<file path="src/rtl/core/kti_pkg.sv">
// ----------------------------------------------------------------------------
// kti_pkg
// Shared types and constants for the keyframe track interpolator.
// ----------------------------------------------------------------------------
package kti_pkg;

    localparam int unsigned DATA_W = 32;
    localparam int unsigned TOL_W  = 16;
    localparam int unsigned CNT_W  = 6;
    localparam int unsigned FRAC_W = 16;

    typedef logic signed [DATA_W-1:0] t_word;
    typedef logic [1:0] t_status;

    localparam t_status ST_OK    = 2'd0;
    localparam t_status ST_EMPTY = 2'd1;
    localparam t_status ST_FULL  = 2'd2;

    localparam logic OP_EVAL = 1'b0;
    localparam logic OP_SET  = 1'b1;

    typedef struct packed {
        t_word t;
        t_word x;
        t_word y;
        t_word z;
        t_word w;
    } t_key;

    // Commands broadcast to every cell of the chain.
    typedef struct packed {
        logic  shift;     // each cell above pos takes its left neighbour
        logic  write;     // cell at pos takes the new key
        logic  wr_time;   // also load the time (insert)
    } t_cell_ctl;

    typedef enum logic [2:0] {
        S_IDLE,
        S_SCAN,
        S_DECIDE,
        S_DIV,
        S_MUL,
        S_DONE
    } t_state;

endpackage

</file>
<file path="src/rtl/core/kti_cell.sv">
// ----------------------------------------------------------------------------
// kti_cell
// One slot of the key table; shifts in its left neighbour on insert.
// ----------------------------------------------------------------------------
module kti_cell #(
    parameter int unsigned IDX_W = 5,
    parameter int unsigned MY_IDX = 0
) (
    input  logic               i_clk,
    input  kti_pkg::t_cell_ctl i_ctl,
    input  logic [IDX_W-1:0]   i_pos,
    input  kti_pkg::t_key      i_left,
    input  kti_pkg::t_key      i_new,
    output kti_pkg::t_key      o_key
);
    import kti_pkg::*;

    t_key r_key;
    localparam logic [IDX_W-1:0] ME = IDX_W'(MY_IDX);

    always_ff @(posedge i_clk) begin
        if (i_ctl.shift && (ME > i_pos)) begin
            r_key <= i_left;
        end else if (i_ctl.write && (ME == i_pos)) begin
            if (i_ctl.wr_time) begin
                r_key.t <= i_new.t;
            end
            r_key.x <= i_new.x;
            r_key.y <= i_new.y;
            r_key.z <= i_new.z;
            r_key.w <= i_new.w;
        end
    end

    assign o_key = r_key;
endmodule

</file>
<file path="config.mk">
export PLATFORM = sky130hd
export DESIGN_NAME = kti_cell
export DESIGN_NICKNAME = d
export VERILOG_FILES = /design/src/rtl/core/kti_pkg.sv /design/src/rtl/core/kti_cell.sv
export SDC_FILE = /design/constraint.sdc
export NUM_CORES = 1
export LEC_CHECK = 0
export BUFFER_PORTS_ARGS = -buffer_cell sky130_fd_sc_hd__buf_2
export CORE_AREA = 3 3 188 190
export DETAILED_ROUTE_END_ITERATION = 8
export DIE_AREA = 0 0 191 193
export HOLD_SLACK_MARGIN = 0.05
export MAX_ROUTING_LAYER = met4
export PLACE_DENSITY_LB_ADDON = 0.15
export SLEW_MARGIN = 10
export SYNTH_ARGS = -nofsm -noshare
export SYNTH_HDL_FRONTEND = slang
export SYNTH_SLANG_ARGS = --single-unit
</file>
<file path="constraint.sdc">
create_clock -name i_clk -period 9 [get_ports i_clk]
set_input_delay 0.45 -clock i_clk [delete_from_list [all_inputs] [get_ports i_clk]]
set_output_delay 0.45 -clock i_clk [all_outputs]
set_load 0.03 [all_outputs]
</file>
* After elaboration in Yosys (flattened, before gate mapping)
Index checks and enable logic that the tools add are counted.
** Word-level totals
- Register bits :: 160
- Input port bits :: 329
- Output and inout port bits :: 160
- Logic and storage cells :: 15
** Cells by class
- Magnitude comparators :: 1
- Muxes and demuxes :: 3
- Reductions and logical operators :: 6
** Operator list (number)
- $mux W160 :: 2
- $mux W32 :: 1
- $gt A1 B5 Y1 const A :: 1
- $logic_not A5 Y1 :: 1
- $reduce_bool A2 Y1 :: 2
- $logic_and A1 B1 Y1 :: 2
- $reduce_and A2 Y1 :: 1

* Logic depth before layout (Yosys ltp)
- Depth after elaboration :: 4
- Gate-level depth with buffers :: 2

* Least setup slack after synthesis
OpenSTA, ideal clock, no wires.
- Path type :: in2reg
- From :: input i_pos[0]
- To :: register r_key (netlist bit o_key[0]), enable pin
- Setup time :: 0.592 ns
- Data arrival time :: 5.946 ns
- Data required time :: 8.408 ns
- Setup slack :: 2.462 ns
- Cell stages on the path :: 2
- Cells stage by stage :: or4_4 -> nor3b_2
** On the way
- Cells in the longest elaborated chain, start to end :: 3
- Elaborated cells between the ends (all ways) :: 5
** RTL lines
- start: declaration :: line kti_cell.sv:11 : input logic [IDX_W-1:0] i_pos,
- $gt A1 B5 Y1 or $logic_not A5 Y1 (tied branches) :: line kti_cell.sv:22, kti_cell.sv:24
- $logic_and A1 B1 Y1 (on tied branches) :: line kti_cell.sv:22, kti_cell.sv:24
- $reduce_bool A2 Y1 (no line) (*)
- end signal: assignment :: line kti_cell.sv:23 : r_key <= i_left;
- end: declaration :: line kti_cell.sv:18 : t_key r_key;
Every way passes the cells marked *; elsewhere a longest branch is shown, timed or not.
A chain may end at the register's enable or synchronous reset.

* Final worst setup path
- From :: input i_pos[0]
- To :: register r_key (netlist bit o_key[23]), enable pin
Same word-level chain as after synthesis.

==> reports/qor.txt <==
Syn Area/Cell -> 16.8 um^2
Syn nets -> 653
Leakage Power -> 3.03 nW
Unrepaired setup endpoints after global routing -> false
Setup TNS -> 0 ns
Post_cts resized -> 0
Hold_sp -> i_new[74]
WL final -> 14900 um
Final worst slack -> 6.13 ns
Routability Congestion -> 0.759
Min-Delay Path Depth -> 1
Min Hold Slack -> 0.184 ns
CTS Root Cell -> clkbuf_16
Slowest CP cell -> buf_4
TritonCTS Buffers -> 17
Core area -> 33600 um^2
Critical path data arrival time -> 2.92 ns
Setup Slack @ Placement -> 5.63 ns
Global-route wire length before repair -> 20400 um
CTS tree -> yes
Vias -> 3001
Dpl hpwl -> 11500 um
Layout cells sized above 1 -> 68.6%
Synth Cell Area -> 5440 um^2
Pwr Density -> 209 nW/um^2
H-tree lvl count -> 4
CTS Sinks -> 160
Vias/cell -> 3.07
Slew Viols, Final -> 0
Endpoints failing setup -> 0
Full die area -> 36900 um^2
Row count -> 67
DRC viols -> 0
Hold/Removal Path Class -> in -> reg
FF+latch area -> 4800 um^2
Die X -> 191 um
IO Count -> 489
Final net count -> 842
Synthesized instance count -> 324
Multi-input logic area -> 50.0 um^2
CP max FO -> 67
Fill cells -> 3554
Slew @ Worst Pin -> 0.899 ns
Max Buffers Root-to-Sink -> 2
Outcome -> finished, final reports clean
Final worst-path cycle share -> 31.9%
Clk pin slew, worst setup/hold paths -> 0.07 ns
Fmax -> 349 MHz
Routed Antenna Nets -> 0
Antenna violations before repair -> 2
WL per Instance -> 15.2 um
CP most frequent cell -> buf_4
Final std cells w/o fill -> 976
Seq/Total Area, Yosys -> 88.3%
Area growth from synthesis to layout -> 40.6%
CP required -> 9.06 ns
CP Launch Type -> input port
PortBufs -> 327
Placed Cells -> 942
Yosys reg bits -> 160
Total power -> 1.60 mW
Fin. Hold Viols -> 0
Worst Setup Path Type -> in -> reg
Minimum clock period -> 2.87 ns
Netlist cell types -> 6
Initial DRC count -> 67
Max reg flops -> 160
Max VDD drop -> 0.000124 V
Max-cap viol count -> 0
Total track usage -> 8.18%
Largest net degree at the start of global routing -> 68
Relative max-transition margin -> 40.0%
1st-pass router iterations -> 4
Die H -> 193 um
Postcts setup bufs -> 0
Worst path cell trace -> buf_2 -> or4_4 -> nor3b_4 -> buf_4 -> buf_4
Gr ovfl total -> 0
Vias in the first global route -> 3312
Crit-path max cell delay -> 0.78 ns
Worst Setup End Kind -> flop
Ys Warns -> 0
Hold endpoint -> o_key[74]
Initial Util -> 16.2%
CTS Hold Buffers Added -> 0
==> worst max path at each step <==
| stage | start | endpoint | slack (ns) |
|---|---|---|---|
| finish | i_pos[0] | o_key[23] | 6.13 |
| global route | i_pos[0] | o_key[23] | 5.99 |
| CTS | i_pos[0] | o_key[23] | 6.12 |
| detailed placement | i_pos[0] | o_key[29] | 5.63 |
| global placement | i_pos[0] | o_key[29] | 5.70 |
| floorplan | i_pos[0] | o_key[0] | 2.46 |
==> where the power goes <==
group	total [mW]	internal (mW)	switching (mW)
Combinational	0.0625	0.0302	0.0323
Clock	0.705	0.408	0.297
Sequential	0.830	0.828	0.00180
Total	1.60	1.27	0.331
==> critical path, delay by kind of cell <==
family / cells / cell delay [ns]
and+or+nand+nor: 2 / 0.77
buffers and inverters: 3 / 1.52
==> Yosys cell counts <==
| master | instances | area (um^2) |
|---|---|---|
| clkbuf_1 | 160 | 601 |
| edfxtp_1 | 160 | 4800 |
| nand2_1 | 1 | 3.75 |
| nor3_2 | 1 | 10.0 |
| nor3b_2 | 1 | 12.5 |
| or4_4 | 1 | 11.3 |
==> cell usage in the layout, fill, tap and decap left out, types with 3 or more instances in the layout <==
master,netlist,layout
clkbuf_16,0,17
clkinv_4,0,3
buf_2,0,327
edfxtp_1,160,160
buf_4,0,3
clkinvlp_4,0,3
==> per-layer routing <==
layer	track usage, %	vias up	part of all wire [%]	wire length (um)
li1	-	1376	-	-
met2	12.1	238	45	6730
met3	5.71	12	16	2350
met4	3.39	0	1.6	239
met1	8.40	1375	37	5550
met5	-	-	0	0
==> cell families (layout without fill, tap and decap cells) <==
group	count (synthesis)	count (layout)	synth area share (%)
buffers and inverters	160	362	11.0
other	0	2	0
DFF	160	160	88.3
and+or+nand+nor	4	4	0.690
==> stage by stage <==
step | utilization, % | area [um^2]
floorplan | - | 5440
global placement | 21.0 | 7070
detailed placement | 21.0 | 7070
CTS | 22.7 | 7650
global route | 22.8 | 7650
finish | 22.8 | 7650
==> final cells by class <==
cell class	instances	share of cell area, %
Antenna cell	2	0.0654
Clock buffer	19	5.66
Clock inverter	13	1.82
Multi-Input combinational cell	4	0.654
Sequential cell	160	62.8
Tap cell	448	7.33
Timing Repair Buffer	330	21.7
(Power assumes the default switching activity.)
