`src/rtl/core/kti_pkg.sv`:
```
// ----------------------------------------------------------------------------
// kti_pkg
// Shared types and constants for the keyframe track interpolator.
// ----------------------------------------------------------------------------
package kti_pkg;

    localparam int unsigned DATA_W = 32;
    localparam int unsigned TOL_W  = 16;
    localparam int unsigned CNT_W  = 6;
    localparam int unsigned FRAC_W = 16;

    typedef logic signed [DATA_W-1:0] t_word;
    typedef logic [1:0] t_status;

    localparam t_status ST_OK    = 2'd0;
    localparam t_status ST_EMPTY = 2'd1;
    localparam t_status ST_FULL  = 2'd2;

    localparam logic OP_EVAL = 1'b0;
    localparam logic OP_SET  = 1'b1;

    typedef struct packed {
        t_word t;
        t_word x;
        t_word y;
        t_word z;
        t_word w;
    } t_key;

    // Commands broadcast to every cell of the chain.
    typedef struct packed {
        logic  shift;     // each cell above pos takes its left neighbour
        logic  write;     // cell at pos takes the new key
        logic  wr_time;   // also load the time (insert)
    } t_cell_ctl;

    typedef enum logic [2:0] {
        S_IDLE,
        S_SCAN,
        S_DECIDE,
        S_DIV,
        S_MUL,
        S_DONE
    } t_state;

endpackage

```
`src/rtl/core/kti_div.sv`:
```
// ----------------------------------------------------------------------------
// kti_div
// Restoring divider, one quotient bit per cycle, 16-bit fraction.
// ----------------------------------------------------------------------------
module kti_div (
    input  logic                  i_clk,
    input  logic                  i_rst_n,
    input  logic                  i_start,
    input  logic [32:0]           i_num,
    input  logic [32:0]           i_den,
    output logic                  o_done,
    output logic [15:0]           o_quot
);
    import kti_pkg::*;

    logic [33:0] r_rem;
    logic [32:0] r_den;
    logic [15:0] r_q;
    logic [4:0]  r_cnt;
    logic        r_busy;
    logic [33:0] n_trial;

    // num < den, so each step doubles the remainder and subtracts
    assign n_trial = {r_rem[32:0], 1'b0} - {1'b0, r_den};

    always_ff @(posedge i_clk) begin
        if (!i_rst_n) begin
            r_busy <= 1'b0;
            r_cnt  <= '0;
        end else if (i_start) begin
            r_busy <= 1'b1;
            r_cnt  <= 5'd0;
        end else if (r_busy) begin
            r_cnt <= r_cnt + 5'd1;
            if (r_cnt == 5'd15) begin
                r_busy <= 1'b0;
            end
        end
    end

    always_ff @(posedge i_clk) begin
        if (i_start) begin
            r_rem <= {1'b0, i_num};
            r_den <= i_den;
            r_q   <= '0;
        end else if (r_busy) begin
            if (!n_trial[33]) begin
                r_rem <= n_trial;
                r_q   <= {r_q[14:0], 1'b1};
            end else begin
                r_rem <= {r_rem[32:0], 1'b0};
                r_q   <= {r_q[14:0], 1'b0};
            end
        end
    end

    assign o_done = r_busy && (r_cnt == 5'd15);
    assign o_quot = n_trial[33] ? {r_q[14:0], 1'b0} : {r_q[14:0], 1'b1};
endmodule

```
`config.mk`:
```
export PLATFORM = sky130hd
export DESIGN_NAME = kti_div
export DESIGN_NICKNAME = d
export VERILOG_FILES = /design/src/rtl/core/kti_pkg.sv /design/src/rtl/core/kti_div.sv
export SDC_FILE = /design/constraint.sdc
export NUM_CORES = 1
export LEC_CHECK = 0
export BUFFER_PORTS_ARGS = -buffer_cell sky130_fd_sc_hd__clkbuf_2
export CAP_MARGIN = 30
export CORE_MARGIN = 2
export CORE_UTILIZATION = 55
export DETAILED_ROUTE_END_ITERATION = 10
export PLACE_DENSITY_LB_ADDON = 0.2
export SLEW_MARGIN = 15
export SYNTH_ARGS = -nofsm -noshare
export SYNTH_HDL_FRONTEND = slang
export SYNTH_SLANG_ARGS = --single-unit
```
`constraint.sdc`:
```
create_clock -name i_clk -period 4.85 [get_ports i_clk]
set_input_delay 0 -clock i_clk [delete_from_list [all_inputs] [get_ports i_clk]]
set_output_delay 0 -clock i_clk [all_outputs]
set_load 0.1 [all_outputs]
```
# Yosys cells after proc, flatten, opt, wreduce, memory -nomap -nowiden
# Cells that the tools add are included.
[totals] reg_bits=87 latchBits=0 ramBits=0 mem_bits_ro=0 elab_cells=19 memories=0
[op_classes] addsub=2 mul=0 n_div=0 magnitude_cmp=0 n_eq_ne=1 shift=0 n_mux=7 n_bitwise=1 n_reduce_logical=3
[op_table] operator="33-bit 2-to-1 mux" count=3
[op_table] operator="34-bit by 33-bit subtractor with 34-bit output" count=1
[op_table] operator="5-bit by 1-bit adder with 5-bit output, second input constant" count=1
[op_table] operator="5-bit by 4-bit equality test with 1-bit output, second input constant" count=1
[op_table] operator="1-bit 2-to-1 mux" count=4
[op_table] operator="2-bit nonzero test" count=1
[op_table] operator="2-bit OR reduction" count=1
[op_table] operator="1-bit logical AND" count=1
[op_table] operator="1-bit inverter" count=1

# Logic depth before layout (Yosys ltp)
[depth] depth_word=4 depth_mapped=13 mapped_depth_nobuf=12

# Least setup slack after synthesis
# OpenSTA, ideal clock, no wires.
[synth_path] path_type="flip-flop to flip-flop" start="reg r_rem[3]" end="reg r_rem[9] (data pin)" setup_time_ps=268 t_arrival_ps=2627 setup_slack_ps=1955 path_stages_with_launch=12 path_buffers=0 synth_period_minus_slack_ps=2895 cell_sequence="edfxtp_1 ha_1 a21o_1 a211o_1 o211ai_2 nand2_1 o21ai_2 a31o_2 xor2_4 inv_2 mux2i_1 mux2i_1"
[synth_between] elab_chain_len=4
[synth_rtl] element="from (decl)" line_no="kti_div.sv:16" rtl="logic [33:0] r_rem;"
[synth_rtl] element="from (signal assigned)" line_no="kti_div.sv:43" rtl="r_rem <= {1'b0, i_num};"
[synth_rtl] element="from (signal assigned)" line_no="kti_div.sv:48" rtl="r_rem <= n_trial;"
[synth_rtl] element="from (signal assigned)" line_no="kti_div.sv:51" rtl="r_rem <= {r_rem[32:0], 1'b0};"
[synth_rtl] element="34-bit by 33-bit subtractor with 34-bit output" line_no="kti_div.sv:24" rtl="assign n_trial = {r_rem[32:0], 1'b0} - {1'b0, r_den};"
[synth_rtl] element="33-bit 2-to-1 mux" line_no="kti_div.sv:47" rtl="if (!n_trial[33]) begin"
[synth_rtl] element="33-bit 2-to-1 mux" line_no="kti_div.sv:46" rtl="end else if (r_busy) begin"
[synth_rtl] element="33-bit 2-to-1 mux" line_no="kti_div.sv:42" rtl="if (i_start) begin"
# Every way passes these cells. The select of a mux whose other input is x is not followed.
# A chain may end at the register's enable or synchronous reset.

# Worst setup path after layout
[layout_path] start="reg r_rem[3]" end="out o_quot[0]"
[layout_between] elab_chain_len=2
[layout_rtl] element="34-bit by 33-bit subtractor with 34-bit output" line_no="kti_div.sv:24"
[layout_rtl] element="1-bit 2-to-1 mux" line_no="kti_div.sv:58" rtl="assign o_quot = n_trial[33] ? {r_q[14:0], 1'b0} : {r_q[14:0], 1'b1};"
[layout_rtl] element="to (decl)" line_no="kti_div.sv:12" rtl="output logic [15:0] o_quot"
# Every way passes these cells.

==> results.json <==
{
  "maxSlewViolCount": 0,
  "synth_top_area_cell": "edfxtp_1",
  "seq_area_frac_synth_pct": 45.5,
  "irDropWorstVdd_uv": 547,
  "clkSlewWorstSetupHoldPaths_ps": 100,
  "synth_compound_area_share_pct": 17.1,
  "whs_ps": 9.70,
  "min_from": "i_num[9]",
  "synth_most_common_cell": "edfxtp_1",
  "syn_inst": 528,
  "cts_resized": 0,
  "synth_cell_type_count": 51,
  "max_stage_delay_ps": 500,
  "end_kind": "output port",
  "synthXorXnorAreaFrac_pct": 5.83,
  "io_buffers": 85,
  "grt_max_degree": 72,
  "grt_setup_unrepaired": "no",
  "post-dp-hpwl_um": 7790,
  "async_flop_share_pct": 0,
  "fp.dieH_um": 102,
  "worstPathCellList": "ha_1, a21o_1, a211o_1, o211ai_2, nand2_1, o21ai_2, a31o_2, xor2_4, inv_2, clkbuf_2",
  "grt_usage_pct": 24.0,
  "cp_num_buf_inv": 2,
  "multiInputGateArea_mm2": 0.00264,
  "crit_fanout": 21,
  "power.density_mw_per_mm2": 556,
  "hold_class": "input pin to flip-flop",
  "dieArea_mm2": 0.0104,
  "synthTopCellsByCount": "edfxtp_1 (66), nand2_1 (58), inv_1 (38)",
  "crit_arrival_ps": 3580,
  "cts_hold_buf": 66,
  "synth_top_family_by_area": "compound AO/OA/AOI/OAI gates",
  "cts_buffers": 9,
  "overflow": 0,
  "post-place-ws_ps": 1470,
  "cts_max_path_buffers": 2,
  "worstReg2RegStart": "r_rem[3]$_DFFE_PP_",
  "area_delta_synth_final_pct": 26.3,
  "grt_pass1_vias": 4376,
  "cts_tree": "yes",
  "netlist.area_leader.share_pct": 37.5,
  "finalCriticalPeriod_ps": 3580,
  "routabilityCongestion": 0.933,
  "finalSetupViolations": 0,
  "synth_area_mm2": 0.00528,
  "required_ps": 4850,
  "seq_area_mm2": 0.00240,
  "antenna_cells": 0,
  "worstHoldPathCells": 3,
  "max_freq_ghz": 0.280,
  "r2r_slack_ps": 1430,
  "drt_wl_total_um": 12100,
  "dieWidth_um": 102,
  "post_drt_wl_per_cell_um": 15.1,
  "cpMaxStageDelayCell": "xor2_4",
  "clkSinkCount": 87,
  "finalPower_uw": 3710,
  "utilization_pct": 71.9,
  "critPathLaunchType": "flip-flop",
  "r2r_cells": 10,
  "firstDrtPassIters": 4,
  "grt_pass1_wl_um": 19800,
  "fin_ws_ps": 1270,
  "drt_iter0_drc": 210,
  "cap_violations": 0,
  "antenna_found_initial": 0,
  "postCtsSetupBuffers": 0,
  "vias": 4393,
  "cp_top_family": "compound AO/OA/AOI/OAI gates",
  "placementRows": 35,
  "leakage_uw": 0.00289,
  "worst_slew_pin_slew_ps": 865,
  "synth_nets": 632,
  "nets": 773,
  "htree_levels": 3,
  "start_util_pct": 56.9,
  "drc": 0,
  "insertion_delay_ps": 360,
  "cts_root_buf": "clkbuf_8",
  "viasPerCell": 5.47,
  "pin_count": 86,
  "finalCritPeriodShare_pct": 73.8,
  "synth_mux_area_share_pct": 3.60,
  "status": "completed",
  "hold_viol_final": 0,
  "ant_nets": 0,
  "yosys.area_share.simple_pct": 15.0,
  "ys.flop_type": "edfxtp_1",
  "synth-edff-count": 66,
  "yosys_register_bits": 87,
  "worstHoldEndpoint": "r_rem[9]$_DFFE_PP_",
  "finClkSkew_ps": 8.81,
  "yosys-top-cells-area": "edfxtp_1 (38%), ha_1 (8.1%), dfxtp_1 (8.0%), nand2_1 (4.1%), o311ai_1 (4.0%)",
  "nFillCells": 708,
  "reg2reg_to": "r_rem[19]$_DFFE_PP_",
  "setup_tns_ps": 0,
  "relSlewSlack_pct": 42.3,
  "core_area_mm2": 0.00928,
  "ys_warn_count": 0,
  "synth_adder_area_share_pct": 8.43,
  "syn_area_per_cell_um2": 10.0,
  "layout-drive-gt1-share_pct": 16.6,
  "critical_path_class": "flip-flop to output port"
}
-- per-stage QoR --
step	instances	cell area, µm²
finish	803	6670
global route	803	6670
CTS	803	6670
detailed placement	721	5800
global placement	720	5790
floorplan	528	5280
-- metal layers --
layer / part of all wire, % / track usage [%]
met5: 0 / 0
met4: 1.2 / 7.38
met3: 3.4 / 4.58
met2: 50 / 42.3
met1: 45 / 30.1
-- report_power, final --
| part | internal, µW | switching, µW |
|---|---|---|
| Sequential | 1040 | 107 |
| Combinational | 800 | 1230 |
| Clock | 241 | 286 |
| Total | 2080 | 1630 |
-- cell usage in the layout, fill, tap and decap left out, types with 19 or more instances in the layout --
cell type and instances:
clkbuf_2 84, o311ai_1 24, dfxtp_1 21, inv_1 38, dlygate4sd3_1 66, edfxtp_1 66
nand3b_1 24, mux2i_1 19, nor2_1 37, ha_1 34, nand2_1 58, a21oi_1 30
-- layout make-up --
cell class / count / area share, %
Multi-Input combinational cell: 378 / 39.5
Sequential cell: 87 / 36.0
Inverter: 39 / 2.19
Clock inverter: 5 / 0.694
Tap cell: 129 / 2.42
Clock buffer: 11 / 2.44
Timing Repair Buffer: 154 / 16.8
-- logic make-up (layout without fill, tap and decap cells) --
family	count (synthesis)	count (layout)
and+or+nand+nor	161	161
AOI/OAI and AO/OA	130	130
DFF	87	87
buffers and inverters	63	209
adders and majority gates	35	35
xor gates and xnor gates	33	33
muxes	19	19
-- how the worst max path moves through the flow --
stage	start	endpoint	slack [ps]	depth (start not counted)
5_1_grt	r_rem[19]$_DFFE_PP_	o_quot[0]	1020	10
3_5_place_dp	r_rem[3]$_DFFE_PP_	r_rem[30]$_DFFE_PP_	1470	11
3_3_place_gp	r_rem[3]$_DFFE_PP_	r_rem[30]$_DFFE_PP_	1620	11
2_1_floorplan	r_rem[3]$_DFFE_PP_	r_rem[9]$_DFFE_PP_	1960	11
4_1_cts	r_rem[3]$_DFFE_PP_	o_quot[0]	1300	10
6_report	r_rem[3]$_DFFE_PP_	o_quot[0]	1270	10
-- state kept, by name, summed over array words and instances (netlist names) --
signal,cells
r_q,15
r_rem,33
r_den,33
r_busy,1
r_cnt,5
-- worst reg2reg max path, delay by kind of cell (launching register included) --
kind                     cells  cell delay [ps]
adder cells (fa/ha/maj)      1              370
buffers and inverters        1              450
AND/OR/NAND/NOR              1              110
XOR/XNOR                     1              500
flip-flops                   1              400
AO/OA/AOI/OAI                6             1310
No activity file was read; power rests on OpenSTA's default activity.
